--- config.mk ---
export PLATFORM = sky130hd
export DESIGN_NAME = masked_image_to_column_posts
export DESIGN_NICKNAME = d
export VERILOG_FILES = /design/src/hw/rtl/micp_pkg.sv /design/src/hw/rtl/micp_ctrl.sv /design/src/hw/rtl/micp_datapath.sv /design/src/hw/rtl/masked_image_to_column_posts.sv
export SDC_FILE = /design/constraint.sdc
export NUM_CORES = 1
export LEC_CHECK = 0
export BUFFER_PORTS_ARGS = -buffer_cell sky130_fd_sc_hd__buf_2
export CAP_MARGIN = 20
export CORE_ASPECT_RATIO = 1.25
export CORE_MARGIN = 2
export CORE_UTILIZATION = 55
export CTS_CLUSTER_DIAMETER = 30
export DETAILED_ROUTE_END_ITERATION = 8
export PLACE_DENSITY = 0.77
export SLEW_MARGIN = 10
export SYNTH_ARGS = -nofsm -noshare
export SYNTH_HDL_FRONTEND = slang
export SYNTH_SLANG_ARGS = --single-unit
--- constraint.sdc ---
create_clock -name aclk -period 7 [get_ports aclk]
set_clock_uncertainty 0.1 [all_clocks]
set_input_delay 1.05 -clock aclk [delete_from_list [all_inputs] [get_ports aclk]]
set_output_delay 1.05 -clock aclk [all_outputs]
set_load 0.01 [all_outputs]
--- src/hw/rtl/micp_pkg.sv ---
// Shared types and constants for the masked image to column post encoder.
// Used by the controller, the datapath and the top level; depends on nothing.
package micp_pkg;

    // Pixel code that marks a transparent pixel.
    localparam logic [15:0] TRANSPARENT = 16'hFF00;
    // Highest absolute start row; also the row step of a stopgap post.
    localparam int STOP_ROW = 254;
    // Longest run that one post can hold.
    localparam logic [7:0] MAX_RUN = 8'd255;
    // Byte that closes every column.
    localparam logic [7:0] COLUMN_END = 8'hFF;
    // Header size in bytes.
    localparam int HDR_BYTES = 8;
    // Width of the width and height register fields, and of the configuration data.
    localparam int SIZE_W = 11;
    localparam int CFG_DATA_W = 16;

    // Configuration register indexes.
    typedef enum logic [1:0] {
        CFG_WIDTH  = 2'd0,
        CFG_HEIGHT = 2'd1,
        CFG_LEFT   = 2'd2,
        CFG_TOP    = 2'd3
    } cfg_index_t;

    // Sequencer states; every state other than idle writes one byte per cycle while the output register is free.
    typedef enum logic [10:0] {
        S_IDLE  = 11'b000_0000_0001,
        S_HDR   = 11'b000_0000_0010,
        S_PTR   = 11'b000_0000_0100,
        S_TPAD  = 11'b000_0000_1000,
        S_SPAD  = 11'b000_0001_0000,
        S_EMPTY = 11'b000_0010_0000,
        S_START = 11'b000_0100_0000,
        S_PIX   = 11'b000_1000_0000,
        S_LEN   = 11'b001_0000_0000,
        S_EPAD  = 11'b010_0000_0000,
        S_EOC   = 11'b100_0000_0000
    } state_t;

    // Commands from the controller to the datapath.
    typedef struct packed {
        state_t     state;
        logic [2:0] cnt;
        logic       accept;
        logic       emit;
        logic       last;
        logic       finish;
    } cmd_t;

    // Status from the datapath to the controller.
    typedef struct packed {
        logic out_free;
        logic in_opaque;
        logic opaque;
        logic in_post;
        logic len_full;
        logic hdr;
        logic ptr;
        logic col_end;
        logic first_now;
        logic rel_gt_now;
        logic first;
        logic rel_gt;
        logic rel_gt2;
    } status_t;

endpackage

--- src/hw/rtl/micp_ctrl.sv ---
// Sequencer for the column post encoder: walks the byte writes of one pixel.
// Depends on micp_pkg for the state, command and status types.
module micp_ctrl (
    input  logic              aclk,
    input  logic              aresetn,
    input  logic              s_tvalid,
    output logic              s_tready,
    input  micp_pkg::status_t st,
    output micp_pkg::cmd_t    cmd
);

    micp_pkg::state_t state_reg, state_next;
    logic [2:0]       cnt_reg, cnt_next;
    micp_pkg::state_t after_state;
    logic [2:0]       last_cnt;

    // Pixel handling once header and pointer bytes are out of the way.
    function automatic micp_pkg::state_t pix_dispatch(
        input logic opaque, input logic in_post, input logic len_full,
        input logic first, input logic rel_gt, input logic col_end);
        micp_pkg::state_t nxt;
        if (!opaque) begin
            if (in_post) begin
                nxt = micp_pkg::S_TPAD;
            end else if (col_end) begin
                nxt = micp_pkg::S_EOC;
            end else begin
                nxt = micp_pkg::S_IDLE;
            end
        end else if (!in_post || len_full) begin
            if (in_post) begin
                nxt = micp_pkg::S_SPAD;
            end else if (first || rel_gt) begin
                nxt = micp_pkg::S_EMPTY;
            end else begin
                nxt = micp_pkg::S_START;
            end
        end else begin
            nxt = micp_pkg::S_PIX;
        end
        return nxt;
    endfunction

    // Successor of each writing state and the count of its final byte.
    always_comb begin
        after_state = micp_pkg::S_IDLE;
        last_cnt    = 3'd0;
        unique case (state_reg)
            micp_pkg::S_IDLE: begin
                after_state = micp_pkg::S_IDLE;
            end
            micp_pkg::S_HDR: begin
                after_state = micp_pkg::S_PTR;
                last_cnt    = 3'(micp_pkg::HDR_BYTES - 1);
            end
            micp_pkg::S_PTR: begin
                after_state = pix_dispatch(st.opaque, st.in_post, st.len_full,
                                           st.first, st.rel_gt, st.col_end);
                last_cnt    = 3'd3;
            end
            micp_pkg::S_TPAD: begin
                after_state = st.col_end ? micp_pkg::S_EOC : micp_pkg::S_IDLE;
            end
            micp_pkg::S_SPAD: begin
                after_state = (st.first || st.rel_gt) ? micp_pkg::S_EMPTY
                                                      : micp_pkg::S_START;
            end
            micp_pkg::S_EMPTY: begin
                // The first empty post does not step the relative row.
                if (st.first) begin
                    after_state = st.rel_gt ? micp_pkg::S_EMPTY : micp_pkg::S_START;
                end else begin
                    after_state = st.rel_gt2 ? micp_pkg::S_EMPTY : micp_pkg::S_START;
                end
                last_cnt = 3'd3;
            end
            micp_pkg::S_START: begin
                after_state = micp_pkg::S_PIX;
                last_cnt    = 3'd1;
            end
            micp_pkg::S_PIX: begin
                after_state = micp_pkg::S_LEN;
            end
            micp_pkg::S_LEN: begin
                after_state = st.col_end ? micp_pkg::S_EPAD : micp_pkg::S_IDLE;
            end
            micp_pkg::S_EPAD: begin
                after_state = micp_pkg::S_EOC;
            end
            micp_pkg::S_EOC: begin
                after_state = micp_pkg::S_IDLE;
            end
            default: begin
                after_state = micp_pkg::S_IDLE;
            end
        endcase
    end

    // Next state, byte counter and commands.
    always_comb begin
        state_next = state_reg;
        cnt_next   = cnt_reg;
        cmd        = '0;
        cmd.state  = state_reg;
        cmd.cnt    = cnt_reg;
        if (state_reg == micp_pkg::S_IDLE) begin
            if (s_tvalid) begin
                cmd.accept = 1'b1;
                cnt_next   = 3'd0;
                if (st.hdr) begin
                    state_next = micp_pkg::S_HDR;
                end else if (st.ptr) begin
                    state_next = micp_pkg::S_PTR;
                end else begin
                    state_next = pix_dispatch(st.in_opaque, st.in_post, st.len_full,
                                              st.first_now, st.rel_gt_now, st.col_end);
                end
                cmd.finish = (state_next == micp_pkg::S_IDLE);
            end
        end else if (st.out_free) begin
            cmd.emit = 1'b1;
            if (cnt_reg == last_cnt) begin
                cnt_next   = 3'd0;
                state_next = after_state;
            end else begin
                cnt_next = cnt_reg + 3'd1;
            end
            cmd.last   = (state_next == micp_pkg::S_IDLE);
            cmd.finish = cmd.last;
        end
    end

    assign s_tready = (state_reg == micp_pkg::S_IDLE);

    always_ff @(posedge aclk) begin
        if (!aresetn) begin
            state_reg <= micp_pkg::S_IDLE;
            cnt_reg   <= 3'd0;
        end else begin
            state_reg <= state_next;
            cnt_reg   <= cnt_next;
        end
    end

endmodule

--- src/hw/rtl/micp_datapath.sv ---
// Datapath of the column post encoder: configuration, image state, byte
// address and value selection, and the output register. Depends on micp_pkg.
module micp_datapath #(
    parameter int MAX_WIDTH     = 1024,
    parameter int MAX_HEIGHT    = 1024,
    parameter int OUT_ADDR_BITS = 26
) (
    input  logic                          aclk,
    input  logic                          aresetn,
    input  logic                          cfg_we,
    input  logic [1:0]                    cfg_index,
    input  logic [micp_pkg::CFG_DATA_W-1:0] cfg_wdata,
    input  logic [15:0]                   in_pixel,
    input  logic                          m_tready,
    output logic                          out_valid,
    output logic [OUT_ADDR_BITS-1:0]      out_offset,
    output logic [7:0]                    out_byte,
    output logic                          out_last,
    output logic                          out_done,
    input  micp_pkg::cmd_t                cmd,
    output micp_pkg::status_t             st
);

    localparam int COL_W  = (MAX_WIDTH > 1) ? $clog2(MAX_WIDTH) : 1;
    localparam int ROW_W  = ($clog2(MAX_HEIGHT) > 8) ? $clog2(MAX_HEIGHT) : 8;
    localparam int AW     = OUT_ADDR_BITS;

    // Configuration registers.
    logic [micp_pkg::SIZE_W-1:0] width_reg, height_reg;
    logic [15:0]                 left_reg, top_reg;

    // Image and post state.
    logic [COL_W-1:0] col_reg, col_next;
    logic [ROW_W-1:0] row_reg, row_next;
    logic [AW-1:0]    wp_reg, wp_next;
    logic [AW-1:0]    psp_reg, psp_next;
    logic             in_post_reg, in_post_next;
    logic [7:0]       len_reg, len_next;
    logic [ROW_W-1:0] lsr_reg, lsr_next;

    // Per-pixel registers.
    logic [15:0]      pix_reg;
    logic             first_reg, first_next;
    logic [ROW_W-1:0] rel_reg, rel_next;

    // Output register.
    logic          out_valid_reg;
    logic [AW-1:0] out_offset_reg;
    logic [7:0]    out_byte_reg;
    logic          out_last_reg, out_done_reg;

    logic [15:0]      w_eff, h_eff;
    logic             col_end, img_end;
    logic             row_high;
    logic [ROW_W-1:0] rel_now, rel_base;
    logic             first_now;
    logic [AW-1:0]    ptr_base, hdr_wp;
    logic [15:0]      hdr_word;
    logic [31:0]      ptr_word;
    logic [AW-1:0]    byte_addr;
    logic [7:0]       byte_val;

    // A size of zero counts as one; a size above the maximum counts as the maximum.
    function automatic logic [15:0] clamp_size(input logic [micp_pkg::SIZE_W-1:0] v,
                                               input logic [15:0] maxv);
        logic [15:0] r;
        if (v == '0) begin
            r = 16'd1;
        end else if (16'(v) > maxv) begin
            r = maxv;
        end else begin
            r = 16'(v);
        end
        return r;
    endfunction

    assign w_eff = clamp_size(width_reg, 16'(MAX_WIDTH));
    assign h_eff = clamp_size(height_reg, 16'(MAX_HEIGHT));

    assign col_end = (16'(row_reg) + 16'd1) >= h_eff;
    assign img_end = (16'(col_reg) + 16'd1) >= w_eff;

    // Start row of a new post: absolute up to row 254, relative past it.
    assign row_high  = 16'(row_reg) > 16'(micp_pkg::STOP_ROW);
    assign first_now = row_high && (16'(lsr_reg) < 16'(micp_pkg::STOP_ROW));
    assign rel_base  = first_now ? ROW_W'(micp_pkg::STOP_ROW) : lsr_reg;
    assign rel_now   = row_high ? (row_reg - rel_base) : row_reg;

    // Status toward the controller.
    always_comb begin
        st            = '0;
        st.out_free   = !out_valid_reg || m_tready;
        st.in_opaque  = (in_pixel != micp_pkg::TRANSPARENT);
        st.opaque     = (pix_reg != micp_pkg::TRANSPARENT);
        st.in_post    = in_post_reg;
        st.len_full   = (len_reg == micp_pkg::MAX_RUN);
        st.hdr        = (col_reg == '0) && (row_reg == '0);
        st.ptr        = (row_reg == '0);
        st.col_end    = col_end;
        st.first_now  = first_now;
        st.rel_gt_now = 16'(rel_now) > 16'(micp_pkg::STOP_ROW);
        st.first      = first_reg;
        st.rel_gt     = 16'(rel_reg) > 16'(micp_pkg::STOP_ROW);
        st.rel_gt2    = 16'(rel_reg) > 16'(2 * micp_pkg::STOP_ROW);
    end

    // Header and column pointer sources.
    assign ptr_base = AW'(micp_pkg::HDR_BYTES) + AW'({col_reg, 2'b00});
    assign hdr_wp   = AW'(18'(micp_pkg::HDR_BYTES) + {w_eff, 2'b00});
    assign ptr_word = 32'(wp_reg);

    always_comb begin
        case (cmd.cnt[2:1])
            2'd0:    hdr_word = w_eff;
            2'd1:    hdr_word = h_eff;
            2'd2:    hdr_word = left_reg;
            default: hdr_word = top_reg;
        endcase
    end

    // Address and value of the byte written in the current state.
    always_comb begin
        byte_addr = wp_reg;
        byte_val  = 8'd0;
        unique case (cmd.state) inside
            micp_pkg::S_HDR: begin
                byte_addr = AW'(cmd.cnt);
                byte_val  = cmd.cnt[0] ? hdr_word[15:8] : hdr_word[7:0];
            end
            micp_pkg::S_PTR: begin
                byte_addr = ptr_base + AW'(cmd.cnt[1:0]);
                byte_val  = ptr_word[{cmd.cnt[1:0], 3'b000} +: 8];
            end
            micp_pkg::S_EMPTY: begin
                byte_val = (cmd.cnt == 3'd0) ? 8'(micp_pkg::STOP_ROW) : 8'd0;
            end
            micp_pkg::S_START: begin
                byte_addr = cmd.cnt[0] ? (wp_reg + AW'(2)) : wp_reg;
                byte_val  = cmd.cnt[0] ? 8'd0 : rel_reg[7:0];
            end
            micp_pkg::S_PIX: begin
                byte_val = pix_reg[7:0];
            end
            micp_pkg::S_LEN: begin
                byte_addr = psp_reg + AW'(1);
                byte_val  = len_reg;
            end
            micp_pkg::S_EOC: begin
                byte_val = micp_pkg::COLUMN_END;
            end
            micp_pkg::S_IDLE, micp_pkg::S_TPAD, micp_pkg::S_SPAD,
            micp_pkg::S_EPAD: begin
                byte_val = 8'd0;
            end
            default: begin
                byte_val = 8'd0;
            end
        endcase
    end

    // State updates for each written byte and at the end of a pixel.
    always_comb begin
        col_next     = col_reg;
        row_next     = row_reg;
        wp_next      = wp_reg;
        psp_next     = psp_reg;
        in_post_next = in_post_reg;
        len_next     = len_reg;
        lsr_next     = lsr_reg;
        first_next   = first_reg;
        rel_next     = rel_reg;

        if (cmd.accept) begin
            first_next = first_now;
            rel_next   = rel_now;
        end

        if (cmd.emit) begin
            case (cmd.state) inside
                micp_pkg::S_HDR: begin
                    if (cmd.cnt == 3'(micp_pkg::HDR_BYTES - 1)) begin
                        wp_next = hdr_wp;
                    end
                end
                micp_pkg::S_TPAD: begin
                    wp_next      = wp_reg + AW'(1);
                    in_post_next = 1'b0;
                end
                micp_pkg::S_EMPTY: begin
                    wp_next = wp_reg + AW'(1);
                    if (cmd.cnt == 3'd3) begin
                        if (first_reg) begin
                            first_next = 1'b0;
                        end else begin
                            rel_next = rel_reg - ROW_W'(micp_pkg::STOP_ROW);
                        end
                    end
                end
                micp_pkg::S_START: begin
                    if (cmd.cnt[0]) begin
                        psp_next     = wp_reg;
                        wp_next      = wp_reg + AW'(3);
                        len_next     = 8'd0;
                        in_post_next = 1'b1;
                        lsr_next     = row_reg;
                    end
                end
                micp_pkg::S_PIX: begin
                    wp_next  = wp_reg + AW'(1);
                    len_next = len_reg + 8'd1;
                end
                micp_pkg::S_SPAD, micp_pkg::S_EPAD, micp_pkg::S_EOC: begin
                    wp_next = wp_reg + AW'(1);
                end
                default: begin
                    wp_next = wp_reg;
                end
            endcase
        end

        // Step to the next row, column or image.
        if (cmd.finish) begin
            if (col_end) begin
                in_post_next = 1'b0;
                len_next     = 8'd0;
                lsr_next     = '0;
                row_next     = '0;
                if (img_end) begin
                    col_next = '0;
                    wp_next  = '0;
                    psp_next = '0;
                end else begin
                    col_next = col_reg + COL_W'(1);
                end
            end else begin
                row_next = row_reg + ROW_W'(1);
            end
        end
    end

    // Configuration writes.
    always_ff @(posedge aclk) begin
        if (!aresetn) begin
            width_reg  <= micp_pkg::SIZE_W'(1);
            height_reg <= micp_pkg::SIZE_W'(1);
            left_reg   <= 16'd0;
            top_reg    <= 16'd0;
        end else if (cfg_we) begin
            unique case (micp_pkg::cfg_index_t'(cfg_index))
                micp_pkg::CFG_WIDTH:  width_reg  <= cfg_wdata[micp_pkg::SIZE_W-1:0];
                micp_pkg::CFG_HEIGHT: height_reg <= cfg_wdata[micp_pkg::SIZE_W-1:0];
                micp_pkg::CFG_LEFT:   left_reg   <= cfg_wdata;
                micp_pkg::CFG_TOP:    top_reg    <= cfg_wdata;
                default:              width_reg  <= width_reg;
            endcase
        end
    end

    // Image and post state.
    always_ff @(posedge aclk) begin
        if (!aresetn) begin
            col_reg     <= '0;
            row_reg     <= '0;
            wp_reg      <= '0;
            psp_reg     <= '0;
            in_post_reg <= 1'b0;
            len_reg     <= 8'd0;
            lsr_reg     <= '0;
            first_reg   <= 1'b0;
            rel_reg     <= '0;
        end else begin
            col_reg     <= col_next;
            row_reg     <= row_next;
            wp_reg      <= wp_next;
            psp_reg     <= psp_next;
            in_post_reg <= in_post_next;
            len_reg     <= len_next;
            lsr_reg     <= lsr_next;
            first_reg   <= first_next;
            rel_reg     <= rel_next;
        end
    end

    // Latched pixel of the transaction in progress.
    always_ff @(posedge aclk) begin
        if (cmd.accept) begin
            pix_reg <= in_pixel;
        end
    end

    // Output register: loaded on each written byte, cleared when taken.
    always_ff @(posedge aclk) begin
        if (!aresetn) begin
            out_valid_reg <= 1'b0;
        end else if (cmd.emit) begin
            out_valid_reg <= 1'b1;
        end else if (m_tready) begin
            out_valid_reg <= 1'b0;
        end
    end

    always_ff @(posedge aclk) begin
        if (cmd.emit) begin
            out_offset_reg <= byte_addr;
            out_byte_reg   <= byte_val;
            out_last_reg   <= cmd.last;
            out_done_reg   <= cmd.last && col_end && img_end;
        end
    end

    assign out_valid  = out_valid_reg;
    assign out_offset = out_offset_reg;
    assign out_byte   = out_byte_reg;
    assign out_last   = out_last_reg;
    assign out_done   = out_done_reg;

endmodule

--- src/hw/rtl/masked_image_to_column_posts.sv ---
// Top level of the masked image to column post encoder.
// Instantiates micp_ctrl and micp_datapath; depends on micp_pkg.
//
// Masked 16-bit pixels enter column by column, top row first, and come out as
// addressed byte writes that build a column-post image: an 8-byte header, one
// 32-bit pointer per column, then each column's posts closed by 0xFF. The
// sequencer hands one byte per cycle to the output register while it is free;
// back-pressure on the output holds the bytes back. An opaque pixel inside a
// post writes its palette byte and the post's length byte, a transparent pixel
// outside a post writes none unless it ends a column, the first pixel of an
// image also writes the header and its column pointer, and a pixel deep in a
// tall column that opens a post writes any stopgap posts it needs first. The
// output register lets the next pixel be accepted while the final byte of the
// previous one still waits to be taken. Configuration is to be written only
// while the block is idle; the block itself does not enforce this. No clearing
// pass follows reset.
module masked_image_to_column_posts #(
    parameter int MAX_WIDTH     = 1024,
    parameter int MAX_HEIGHT    = 1024,
    parameter int OUT_ADDR_BITS = 26
) (
    input  logic                            aclk,
    input  logic                            aresetn,
    // Configuration write port.
    input  logic                            cfg_we,
    input  logic [1:0]                      cfg_index,
    input  logic [micp_pkg::CFG_DATA_W-1:0] cfg_wdata,
    // Pixel input.
    input  logic                            s_tvalid,
    output logic                            s_tready,
    input  logic [15:0]                     s_tdata,   // [15:0] pixel
    // Byte write output.
    output logic                            m_tvalid,
    input  logic                            m_tready,
    // From bit 0 up: byte_offset, byte_value, zero fill to whole bytes.
    output logic [((OUT_ADDR_BITS + 15) / 8) * 8 - 1:0] m_tdata,
    output logic                            m_tlast,   // last write of the pixel
    output logic                            m_tuser    // [0] image_done
);

    localparam int DATA_W = ((OUT_ADDR_BITS + 15) / 8) * 8;

    micp_pkg::cmd_t    cmd;
    micp_pkg::status_t st;

    logic [OUT_ADDR_BITS-1:0] out_offset;
    logic [7:0]               out_byte;

    micp_ctrl u_ctrl (
        .aclk     (aclk),
        .aresetn  (aresetn),
        .s_tvalid (s_tvalid),
        .s_tready (s_tready),
        .st       (st),
        .cmd      (cmd)
    );

    micp_datapath #(
        .MAX_WIDTH     (MAX_WIDTH),
        .MAX_HEIGHT    (MAX_HEIGHT),
        .OUT_ADDR_BITS (OUT_ADDR_BITS)
    ) u_datapath (
        .aclk       (aclk),
        .aresetn    (aresetn),
        .cfg_we     (cfg_we),
        .cfg_index  (cfg_index),
        .cfg_wdata  (cfg_wdata),
        .in_pixel   (s_tdata),
        .m_tready   (m_tready),
        .out_valid  (m_tvalid),
        .out_offset (out_offset),
        .out_byte   (out_byte),
        .out_last   (m_tlast),
        .out_done   (m_tuser),
        .cmd        (cmd),
        .st         (st)
    );

    // Pack offset and value, filled up with zeros.
    assign m_tdata = DATA_W'({out_byte, out_offset});

endmodule

Yosys cells after proc, flatten, opt, wreduce, memory -nomap -nowiden

Cells that the tools add are included.

Magnitude comparators: 9
Shift operators: 1
Add/subtract/negate cells: 15
Mux-type cells: 113
Reductions and logical operators: 27
Equality and inequality tests: 25

Operators by type and width:

| operator              | count |
|---|---|
| $mux 26               | 22 |
| $mux 11               | 23 |
| $mux 10               | 20 |
| $pmux 26 s4           | 1 |
| $pmux 11 s9           | 1 |
| $mux 8                | 12 |
| $pmux 8 s7            | 1 |
| $add 26x1->26 const B | 2 |
| $add 26x2->26 const B | 2 |
| $pmux 16 s3           | 1 |
| $eq 11x1->1 const B   | 3 |
| $ge 16x11->1          | 2 |
| $ne 16x16->1 const B  | 2 |
| $shiftx 32x6->8       | 1 |
| $gt 10x8->1 const B   | 3 |
| $mux 7                | 4 |
| $add 26x2->26         | 1 |
| $add 10x1->11 const B | 2 |
| $gt 11x11->1 const B  | 2 |
| $logic_not 11->1      | 2 |
| $mux 1                | 21 |
| $add 10x1->10 const B | 2 |
| $logic_not 10->1      | 2 |
| $mux 3                | 5 |
| other kinds (36)      | 53 |

Output and inout bits: 44
Register bits after elaboration: 223
Logic and storage cells: 211

Depth between registers and ports, before layout

Gate-level depths: netlist of run 1.

Depth in word-level cells: 19
Depth in mapped cells: 18

Cells and area by module

Synthesis of run 1 repeated with hierarchy kept, for this count alone.

Cell total of the unflattened synthesis: 1843
Area, all modules: 14408.8 um^2

By module, submodules not included:

| module                       | instances | area an instance (um^2) | cells each |
|---|---|---|---|
| micp_datapath                | 1         | 13097.6                 | 1670 |
| micp_ctrl                    | 1         | 1262.5                  | 166 |
| masked_image_to_column_posts | 1         | 48.8                    | 7 |

Worst setup path after synthesis of run 1

No wires, ideal clock.

Path kind: reg2reg
Start point: register u_datapath.row_reg[0]
End point: register u_ctrl.state_reg[6]
Stages on the path, launching flop included: 19
Buffers on the path: 0
Arrival time: 4.177 ns
Path slack: 2.607 ns
Setup time: 0.116 ns
Path through: dfxtp_1 -> inv_1 -> ha_1 -> nand4b_1 -> o21ai_0 -> inv_1 -> nor4_1 -> nor2b_1 -> ha_1 -> fa_1 -> nor2b_1 -> o21ai_0 -> a21oi_1 -> o21a_1 -> or3_1 -> a31oi_1 -> nor4_1 -> nor4_1 -> a31o_2

Word-level cells in the longest chain between the ends: 17

Ends and longest elaborated chain:

| what                     | line                 | RTL |
|---|---|---|
| start: declaration       | micp_datapath.sv:34  | `logic [ROW_W-1:0] row_reg, row_next;` |
| start signal: assignment | micp_datapath.sv:273 | `row_reg <= row_next;` |
| $gt 10x8->1              | micp_datapath.sv:84  | `assign row_high = 16'(row_reg) > 16'(micp_pkg::STOP_ROW);` |
| $logic_and 1x1->1        | micp_datapath.sv:85  | `assign first_now = row_high && (16'(lsr_reg) < 16'(micp_pkg::STOP_ROW));` |
| $mux 10                  | micp_datapath.sv:86  | `assign rel_base = first_now ? ROW_W'(micp_pkg::STOP_ROW) : lsr_reg;` |
| $sub 10x10->10           | micp_datapath.sv:87  | `assign rel_now = row_high ? (row_reg - rel_base) : row_reg;` |
| $mux 10                  | micp_datapath.sv:87  |  |
| $gt 10x8->1              | micp_datapath.sv:101 | `st.rel_gt_now = 16'(rel_now) > 16'(micp_pkg::STOP_ROW);` |
| $logic_or 1x1->1         | micp_ctrl.sv:33      | `end else if (first \|\| rel_gt) begin` |
| $mux 7                   | micp_ctrl.sv:33      |  |
| $mux 11                  | micp_ctrl.sv:31      | `if (in_post) begin` |
| $mux 11                  | micp_ctrl.sv:30      | `end else if (!in_post \|\| len_full) begin` |
| $mux 11                  | micp_ctrl.sv:22      | `if (!opaque) begin` |
| $mux 11                  | micp_ctrl.sv:112     | `end else if (st.ptr) begin` |
| $mux 11 (*)              | micp_ctrl.sv:110     | `if (st.hdr) begin` |
| $mux 11 (*)              | micp_ctrl.sv:107     | `if (s_tvalid) begin` |
| $mux 11 (*)              | micp_ctrl.sv:106     | `if (state_reg == micp_pkg::S_IDLE) begin` |
| $mux 11 (*)              | micp_ctrl.sv:107     |  |
| $mux 11 (*)              | micp_ctrl.sv:106     |  |
| end signal: assignment   | micp_ctrl.sv:137     | `state_reg <= micp_pkg::S_IDLE;` |
| end signal: assignment   | micp_ctrl.sv:140     | `state_reg <= state_next;` |
| end: declaration         | micp_ctrl.sv:12      | `micp_pkg::state_t state_reg, state_next;` |

Every way passes the cells marked *; elsewhere a longest branch is shown, timed or not. The select of a mux whose other input is x is not followed.
A chain may end at the register's enable or synchronous reset.

Worst setup path after layout of run 1

Start point: register u_ctrl.state_reg[5]
End point: register u_datapath.psp_reg[10]

Word-level cells in the longest chain between the ends: 11

Ends and longest elaborated chain:

| what                                       | line                 | RTL |
|---|---|---|
| $eq 11x3->1 or $eq 11x6->1 (tied branches) | micp_ctrl.sv:48      | `unique case (state_reg)` |
| $reduce_or 2->1 (no source line)           | --                   |  |
| $pmux 3 s3                                 | micp_ctrl.sv:48      |  |
| $eq 3x3->1                                 | micp_ctrl.sv:122     | `if (cnt_reg == last_cnt) begin` |
| $mux 11                                    | micp_ctrl.sv:122     |  |
| $mux 11                                    | micp_ctrl.sv:120     | `end else if (st.out_free) begin` |
| $mux 11                                    | micp_ctrl.sv:106     |  |
| $eq 11x1->1                                | micp_ctrl.sv:128     | `cmd.last = (state_next == micp_pkg::S_IDLE);` |
| $mux 3                                     | micp_ctrl.sv:120     |  |
| $mux 1                                     | micp_ctrl.sv:106     |  |
| $mux 26 (*)                                | micp_datapath.sv:222 | `if (cmd.finish) begin` |
| end signal: assignment                     | micp_datapath.sv:275 | `psp_reg <= psp_next;` |
| end: declaration                           | micp_datapath.sv:36  | `logic [AW-1:0] psp_reg, psp_next;` |

Marked as above.

==> impl_results.md, run 1 <==
* Most repeated cell in the gate-level netlist after synthesis: nand2_1
* Number of inserted filler cells in the final layout at 2211
* Part of the power in registers at 31.0%
* Combinational share of power at 30.2%
* EDFF count, synth at 52
* Count of pins over their slew limit at 0
* Post-placement worst setup slack at 2090 ps
* Worst vdd rail ir drop at 249 µV
* Most common cell type on the critical path: buf_4
* Avg Inst Size Synth at 7.77 µm²
* Kind of start point of the critical path: flip-flop
* Post-synthesis async set-or-reset flop share at 0%
* R2r worst-path depth at 13
* Max-cap violations at 0
* I/O pins at 83
* Least-Margin Pin Slew at 1100 ps
* Signed area change from the synthesized netlist to the final layout at 13.8%
* Switching share of power at 38.7%
* Capture instance of the worst register-to-register path: u_datapath.psp_reg[10]$_SDFF_PN0_
* CTS Buffer Depth at 3
* Sinks on Clock Net at 223
* Row cnt at 65
* Total leakage power at 5.90 nW
* Number of distinct standard cells referenced by the synthesized netlist at 84
* Vias per std cell at 6.44
* Shortest clock period the worst path allows after layout at 5050 ps
* Num CTS Buffers at 47
* Die Span Y at 184 µm
* Netlist area before placement at 0.0142 mm²
* RSZ-0062 raised after global routing: no
* Cell breakdown of the critical path: or4_1, nor2_1, nand4b_1, buf_4, clkinv_1, ha_1, a21oi_2, mux2_2, a21oi_4, nand4_2, o21ai_4, buf_4, a21oi_1
* Routability Congestion at 0.982
* Setup violation total in the final timing report at 0
* Post-route total power at 5.57 mW
* Via count of the first global-routing pass at 13500
* Hold Crit Class: reg -> reg
* Critical Path End Type: flip-flop
* Maximum clock rate at 198 MHz
* Detailed Route Iter0 Violations at 1306
* Final Routed Wirelength at 46700 µm
* Count of warnings emitted by yosys at 0
* Reg-to-reg slack, setup at 1950 ps
* Share of the cycle needed by the critical path after routing at 72.2%
* Hold violation total from the final report at 0
* Final Net Count at 1933
* Largest net degree at the start of global routing at 52
* Count of buffers inserted at the top-level ports at 76
* Reg2Reg Launch Point: u_ctrl.state_reg[5]$_SDFFE_PN0P_
* Worst slew margin relative to its limit at 26.1%
* Total overflow reported by the global router at 0
* Overall via count from detail_route at 14300
* Number of hold buffers added after CTS at 0
* Number of instances in the synthesized netlist at 1826
* Crit path max-delay cell type: o21ai_4
* CP Max Fanout at 32
* H-Tree Depth at 2
* Area share of the leading cell type in the synthesized netlist at 24.1%
* All-layer global routing usage at 33.8%
* Source of the worst hold timing path: u_datapath.top_reg[2]$_SDFFE_PN0P_
* Remaining routing DRC violations at 0
* Number of register bits inferred by synthesis at 223
* Initial Utilization at 56.1%
* Number of antenna violations at the first check in global routing at 0
* Overall die width at 148 µm
* Worst Path Arrival at 5380 ps
* Critical Path RT at 7330 ps
* Post CTS Setup Buffer Count at 0
* Post-route antenna net violation count at 0
* Primary flip-flop cell chosen by synthesis mapping: dfxtp_1
* Internal power component at 3.41 mW
* Run status: finished clean
* Net switching power figure at 2.15 mW
* Post_cts resized at 0
* Post-route setup TNS at 0 ps
* Antenna Cells at 0
* Post-detail-place hpwl at 32700 µm
* Routed length per placed instance at 21.1 µm
* Number of instances on the worst hold path at 2
* Core region area at 0.0253 mm²
* Areal power density over the cells at 345 mW/mm²
* Clock latency of the later-clocked register in the worst-skew pair at 570 ps
* Share of cells above drive strength 1 at 11.8%
* Cell types with the largest area share after synthesis: dfxtp_1 24%, edfxtp_1 11%, nand2_1 8.1%
* Family of cells with the greatest summed delay on the critical path: compound AO/OA/AOI/OAI gates
* Worst setup margin at 1950 ps
* Fraction of power consumed by the clock network at 38.7%
* Clock transition at the registers of the reported paths at 50 ps
* Cell type contributing the most total cell area after synthesis: dfxtp_1
* Buffer cell driving the clock tree root: clkbuf_16
* First-pass GRT wire length at 72600 µm
* Type of the setup path with the least slack: reg -> reg
* CTS tree: yes
* Min-Delay Endpoint: u_datapath.top_reg[2]$_SDFFE_PN0P_
* Post-synthesis sequential area ratio at 35.2%
* Full die area at 0.0271 mm²
* Largest stage delay on the critical path at 810 ps
* Commonest cells post-synth: 305 x nand2_1, 172 x a21oi_1, 171 x dfxtp_1, 164 x nor2_1, 102 x clkbuf_1
* Crit path buffers/inverters at 3
* Length of the first detailed-routing pass in iterations at 6
final cells by class:
| type | count | area (µm²) | share of cell area [%] |
|---|---|---|---|
| inverter | 44 | 165 | 1.02 |
| timing repair buffer | 100 | 558 | 3.46 |
| clock buffer | 53 | 1250 | 7.74 |
| clock inverter | 35 | 307 | 1.90 |
| tap | 335 | 419 | 2.60 |
| sequential | 223 | 4980 | 30.9 |
| multi-input combinational | 1427 | 8460 | 52.4 |
metrics by stage:
stage	instance area, µm²	util [%]	hold slack (ps)	std cells
6_report	16100	63.8	355	2217
5_1_grt	16100	63.8	368	2217
4_1_cts	16100	63.7	355	2214
3_5_place_dp	14600	57.6	348	2126
3_3_place_gp	14600	57.5	339	2125
2_1_floorplan	14200	-	332	1831
tightest hold or removal path: cells and delay by family (launching register included):
| family | cells | cell delay, ps |
|---|---|---|
| flops | 1 | 300 |
| compound gates | 1 | 50 |
| simple gates | 1 | 50 |
cells by family after synthesis:
kind of cell | Yosys count | share of synthesized area (%)
simple gates | 797 | 26.4
compound gates | 446 | 19.6
flops | 223 | 35.2
buf+inv | 181 | 5.44
xor+xnor | 75 | 4.63
mux | 52 | 4.15
fa+ha+maj | 51 | 4.55
other cells | 1 | 0.0264
layer usage:
layer	part of all wire [%]	track usage (%)	up-vias	routed length, µm
li1	-	-	6629	-
met1	37	39.2	6731	17300
met2	49	58.4	722	22700
met3	7.5	5.21	198	3520
met4	6.7	20.7	0	3140
met5	0	0	-	0
how the worst max path moves through the flow:
stage / start / endpoint / slack [ps] / depth (start not counted)
after floorplan: u_datapath.row_reg[0]$_SDFFE_PN0P_ / u_ctrl.state_reg[6]$_SDFFE_PN0P_ / 2610 / 18
after global placement: u_ctrl.state_reg[5]$_SDFFE_PN0P_ / u_datapath.wp_reg[13]$_SDFF_PN0_ / 2170 / 13
after detailed placement: u_ctrl.state_reg[5]$_SDFFE_PN0P_ / u_datapath.wp_reg[13]$_SDFF_PN0_ / 2090 / 13
after CTS: u_ctrl.state_reg[5]$_SDFFE_PN0P_ / u_datapath.psp_reg[10]$_SDFF_PN0_ / 2080 / 13
after global routing: u_ctrl.state_reg[5]$_SDFFE_PN0P_ / u_datapath.psp_reg[10]$_SDFF_PN0_ / 1710 / 13
final: u_ctrl.state_reg[5]$_SDFFE_PN0P_ / u_datapath.psp_reg[10]$_SDFF_PN0_ / 1950 / 13
power by group through the flow:
stage	registers, mW	clock network [mW]	logic [mW]
after floorplan	1.72	0	1.13
after global placement	1.74	0	1.62
after detailed placement	1.75	0	1.64
after CTS	1.72	2.17	1.65
after global routing	1.75	2.23	1.80
final	1.73	2.16	1.68
layout by cell type (no fill, tap or decap), types with 10 or more instances in the layout:
cell type	n
xnor2_1	41
nand4_1	33
o211ai_1	26
clkbuf_16	48
nor4_1	23
dfxtp_1	171
a21oi_1	172
or3_1	14
nor3_1	48
a31oi_1	19
nand3_1	99
o21ai_0	79
inv_1	37
nor2_1	163
edfxtp_1	52
xor2_1	34
mux2i_1	43
and3_1	30
buf_4	23
o22ai_1	29
a21o_1	11
a221oi_1	14
a22oi_1	14
nor2b_1	10
ha_1	50
buf_2	76
nand2_1	305
(Power assumes the default switching activity.)
==> inputs of run 2 (changes only) <==
- ABC_AREA: unset -> 1
- clock period: 7 -> 4.95 ns (I/O delays scaled with it)
==> run 2 against run 1 <==
Critical path depth rose by 12; highest routed layer unchanged; core utilization rose by 0.54 points; flip-flop and latch count did not move; largest power group is now combinational logic; largest cell class unchanged; sequential power rose by 57%.
==> impl_results.md, run 2 <==
* Num CTS Buffers at 50
* Count of buffers inserted at the top-level ports at 76
* Worst vdd rail ir drop at 334 µV
* Net switching power figure at 4.44 mW
* Hold_ws at 282 ps
* I/O pins at 83
* Post-detail-place hpwl at 40700 µm
* Number of register bits inferred by synthesis at 223
* Antenna Cells at 0
* Kind of start point of the critical path: flip-flop
* Area of all sequential standard cells at 0.00498 mm²
* Full die area at 0.0295 mm²
* Worst Path Arrival at 4480 ps
* Netlist area before placement at 0.0155 mm²
* Initial Utilization at 55.9%
* Total leakage power at 8.23 nW
* Cell types with the largest area share after synthesis: dfxtp_1 22%, nand2_1 12%, edfxtp_1 10%
* Post-synthesis async set-or-reset flop share at 0%
* Post_cts resized at 0
* Most common cell type on the critical path: nand2_1
* Areal power density over the cells at 585 mW/mm²
* Clock latency of the later-clocked register in the worst-skew pair at 570 ps
* CP Max Fanout at 12
* Most common cell after layout, fill and taps aside: nand2_1
* Sinks on Clock Net at 223
* Reg-to-reg slack, setup at 780 ps
* Post-layout instance area at 0.0178 mm²
* Number of antenna violations at the first check in global routing at 0
* Routed length per placed instance at 19.7 µm
* Hold violation total from the final report at 0
* Cell type contributing the most total cell area after synthesis: dfxtp_1
* Post-synthesis sequential area ratio at 32.2%
* Count of non-filler cells in the finished layout at 2837
* Post-route antenna net violation count at 0
* Maximum clock rate at 240 MHz
* Most frequent cells in the layout: 505 x nand2_1, 316 x inv_1, 310 x nor2_1
* Commonest cells post-synth: 505 x nand2_1, 316 x inv_1, 310 x nor2_1, 211 x o21ai_0, 194 x nand3_1
* Share of cells above drive strength 1 at 9.29%
* Final Net Count at 2537
* Count of pins over their slew limit at 0
* Largest net degree at the start of global routing at 72
* Least-Margin Pin Slew at 1120 ps
* Signed area change from the synthesized netlist to the final layout at 15.1%
* Post-route setup TNS at 0 ps
* Primary flip-flop cell chosen by synthesis mapping: dfxtp_1
* Combinational share of power at 40.9%
* Cell count after placement at 2745
* Number of hold buffers added after CTS at 0
* Share of the cycle needed by the critical path after routing at 84.2%
* Crit path max-delay cell type: dfxtp_1
* Critical Path RT at 5260 ps
* Max-cap violations at 0
* EDFF count, synth at 52
* Post-route total power at 10.4 mW
* CTS Buffer Depth at 3
* Total overflow reported by the global router at 0
* Avg Inst Size Synth at 6.46 µm²
* Critical Path End Type: flip-flop
* Final Routed Wirelength at 56000 µm
* Area share of the leading cell type in the synthesized netlist at 22.1%
* Setup violation total in the final timing report at 0
* Number of instances in the synthesized netlist at 2394
* Count of warnings emitted by yosys at 0
* Largest stage delay on the critical path at 460 ps
* Clock transition at the registers of the reported paths at 50 ps
* Overall via count from detail_route at 16900
* Most repeated cell in the gate-level netlist after synthesis: nand2_1
* Length of the first detailed-routing pass in iterations at 7
* Hold Crit Class: in -> reg
* All-layer global routing usage at 37.9%
* Row cnt at 68
* Die Span Y at 191 µm
* Placement Cell Area at 0.0161 mm²
* RSZ-0062 raised after global routing: no
* Overall die width at 154 µm
* Detailed Route Iter0 Violations at 1520
* Remaining routing DRC violations at 0
* First-pass GRT wire length at 87500 µm
* Via count of the first global-routing pass at 16600
* Number of inserted filler cells in the final layout at 2567
* Routability Congestion at 1.05
* Vias per std cell at 5.97
* Part of the power in registers at 26.1%
* Switching share of power at 42.7%
* Area of the multi-input gates at 0.00880 mm²
* Number of distinct standard cells referenced by the synthesized netlist at 57
* H-Tree Depth at 2
* Fraction of power consumed by the clock network at 33.0%
* Family of cells with the greatest summed delay on the critical path: simple AND/OR/NAND/NOR gates
* Crit path buffers/inverters at 4
* Worst slew margin relative to its limit at 24.5%
* Buffer cell driving the clock tree root: clkbuf_16
* Post CTS Setup Buffer Count at 0
* Shortest clock period the worst path allows after layout at 4170 ps
* Core region area at 0.0277 mm²
* CTS tree: yes
* Internal power component at 5.96 mW
* Type of the setup path with the least slack: reg -> reg
* Run status: finished clean
[run 2: cell types whose count changed in the layout (fill, tap and decap cells not counted), moves of 17 or more]
cell,previous run,this run
xnor2_1,41,4
nand2_1,305,505
o21ai_0,79,211
nor2_1,163,310
and3_1,30,3
mux2i_1,43,0
nand3_1,99,194
a21oi_1,172,134
o22ai_1,29,12
inv_1,37,316
[run 2: final timing paths]
| path | startpoint | cells past startpoint | end |
|---|---|---|---|
| worst max-delay path | u_datapath.row_reg[0]$_SDFFE_PN0P_ | 25 | u_datapath.row_reg[6]$_SDFFE_PN0P_ |
| worst min register to register | u_datapath.top_reg[12]$_SDFFE_PN0P_ | 2 | u_datapath.top_reg[12]$_SDFFE_PN0P_ |
| worst max register to register | u_datapath.row_reg[0]$_SDFFE_PN0P_ | 25 | u_datapath.row_reg[6]$_SDFFE_PN0P_ |
| worst min-delay path | s_tdata[2] | 1 | u_datapath.pix_reg[2]$_DFFE_PP_ |
[run 2: per-stage QoR]
stage / util [%] / setup slack [ps]
floorplan: - / 1720
global placement: 58.0 / 921
detailed placement: 58.0 / 821
CTS: 64.4 / 816
global route: 64.4 / 216
finish: 64.4 / 780
[run 2: final cells by class]
cell class              count  area share [%]
clock inverters            28            1.77
flip-flops and latches    223            28.0
clock buffers              64            8.02
multi-input cells        1738            49.5
repair buffers            100            3.21
well taps                 350            2.46
inverters                 334            7.05
[run 2: cell families after synthesis]
family                     count (synthesis)  share of synthesized area (%)
other                                      1                         0.0243
AOI/OAI and AO/OA                        491                           18.3
xor gates and xnor gates                  45                           2.55
and+or+nand+nor                         1145                           31.7
DFF                                      223                           32.2
buffers and inverters                    438                           11.0
adders and majority gates                 51                           4.18
[run 2: routing by layer]
metal / vias to the layer above / global-route usage [%] / part of all wire, %
li1: 8068 / - / -
met1: 7672 / 40.2 / 36
met4: 0 / 31.4 / 9.0
met3: 310 / 6.78 / 7.5
met2: 873 / 65.6 / 48
met5: - / 0 / 0
[run 2: worst register-to-register path, delay by kind of cell, from the launching register on]
kind	cells	cell delay, ps
flip-flops	1	460
adder cells (fa/ha/maj)	1	290
AND/OR/NAND/NOR	18	2480
buffers and inverters	4	390
AO/OA/AOI/OAI	2	280
[run 2: power by group through the flow]
| stage | Combinational (mW) | Sequential, mW | Clock, mW |
|---|---|---|---|
| CTS | 4.18 | 2.70 | 3.46 |
| finish | 4.26 | 2.71 | 3.44 |
| global placement | 4.09 | 2.72 | 0 |
| detailed placement | 4.15 | 2.73 | 0 |
| floorplan | 3.03 | 2.63 | 0 |
| global route | 4.74 | 2.74 | 3.54 |
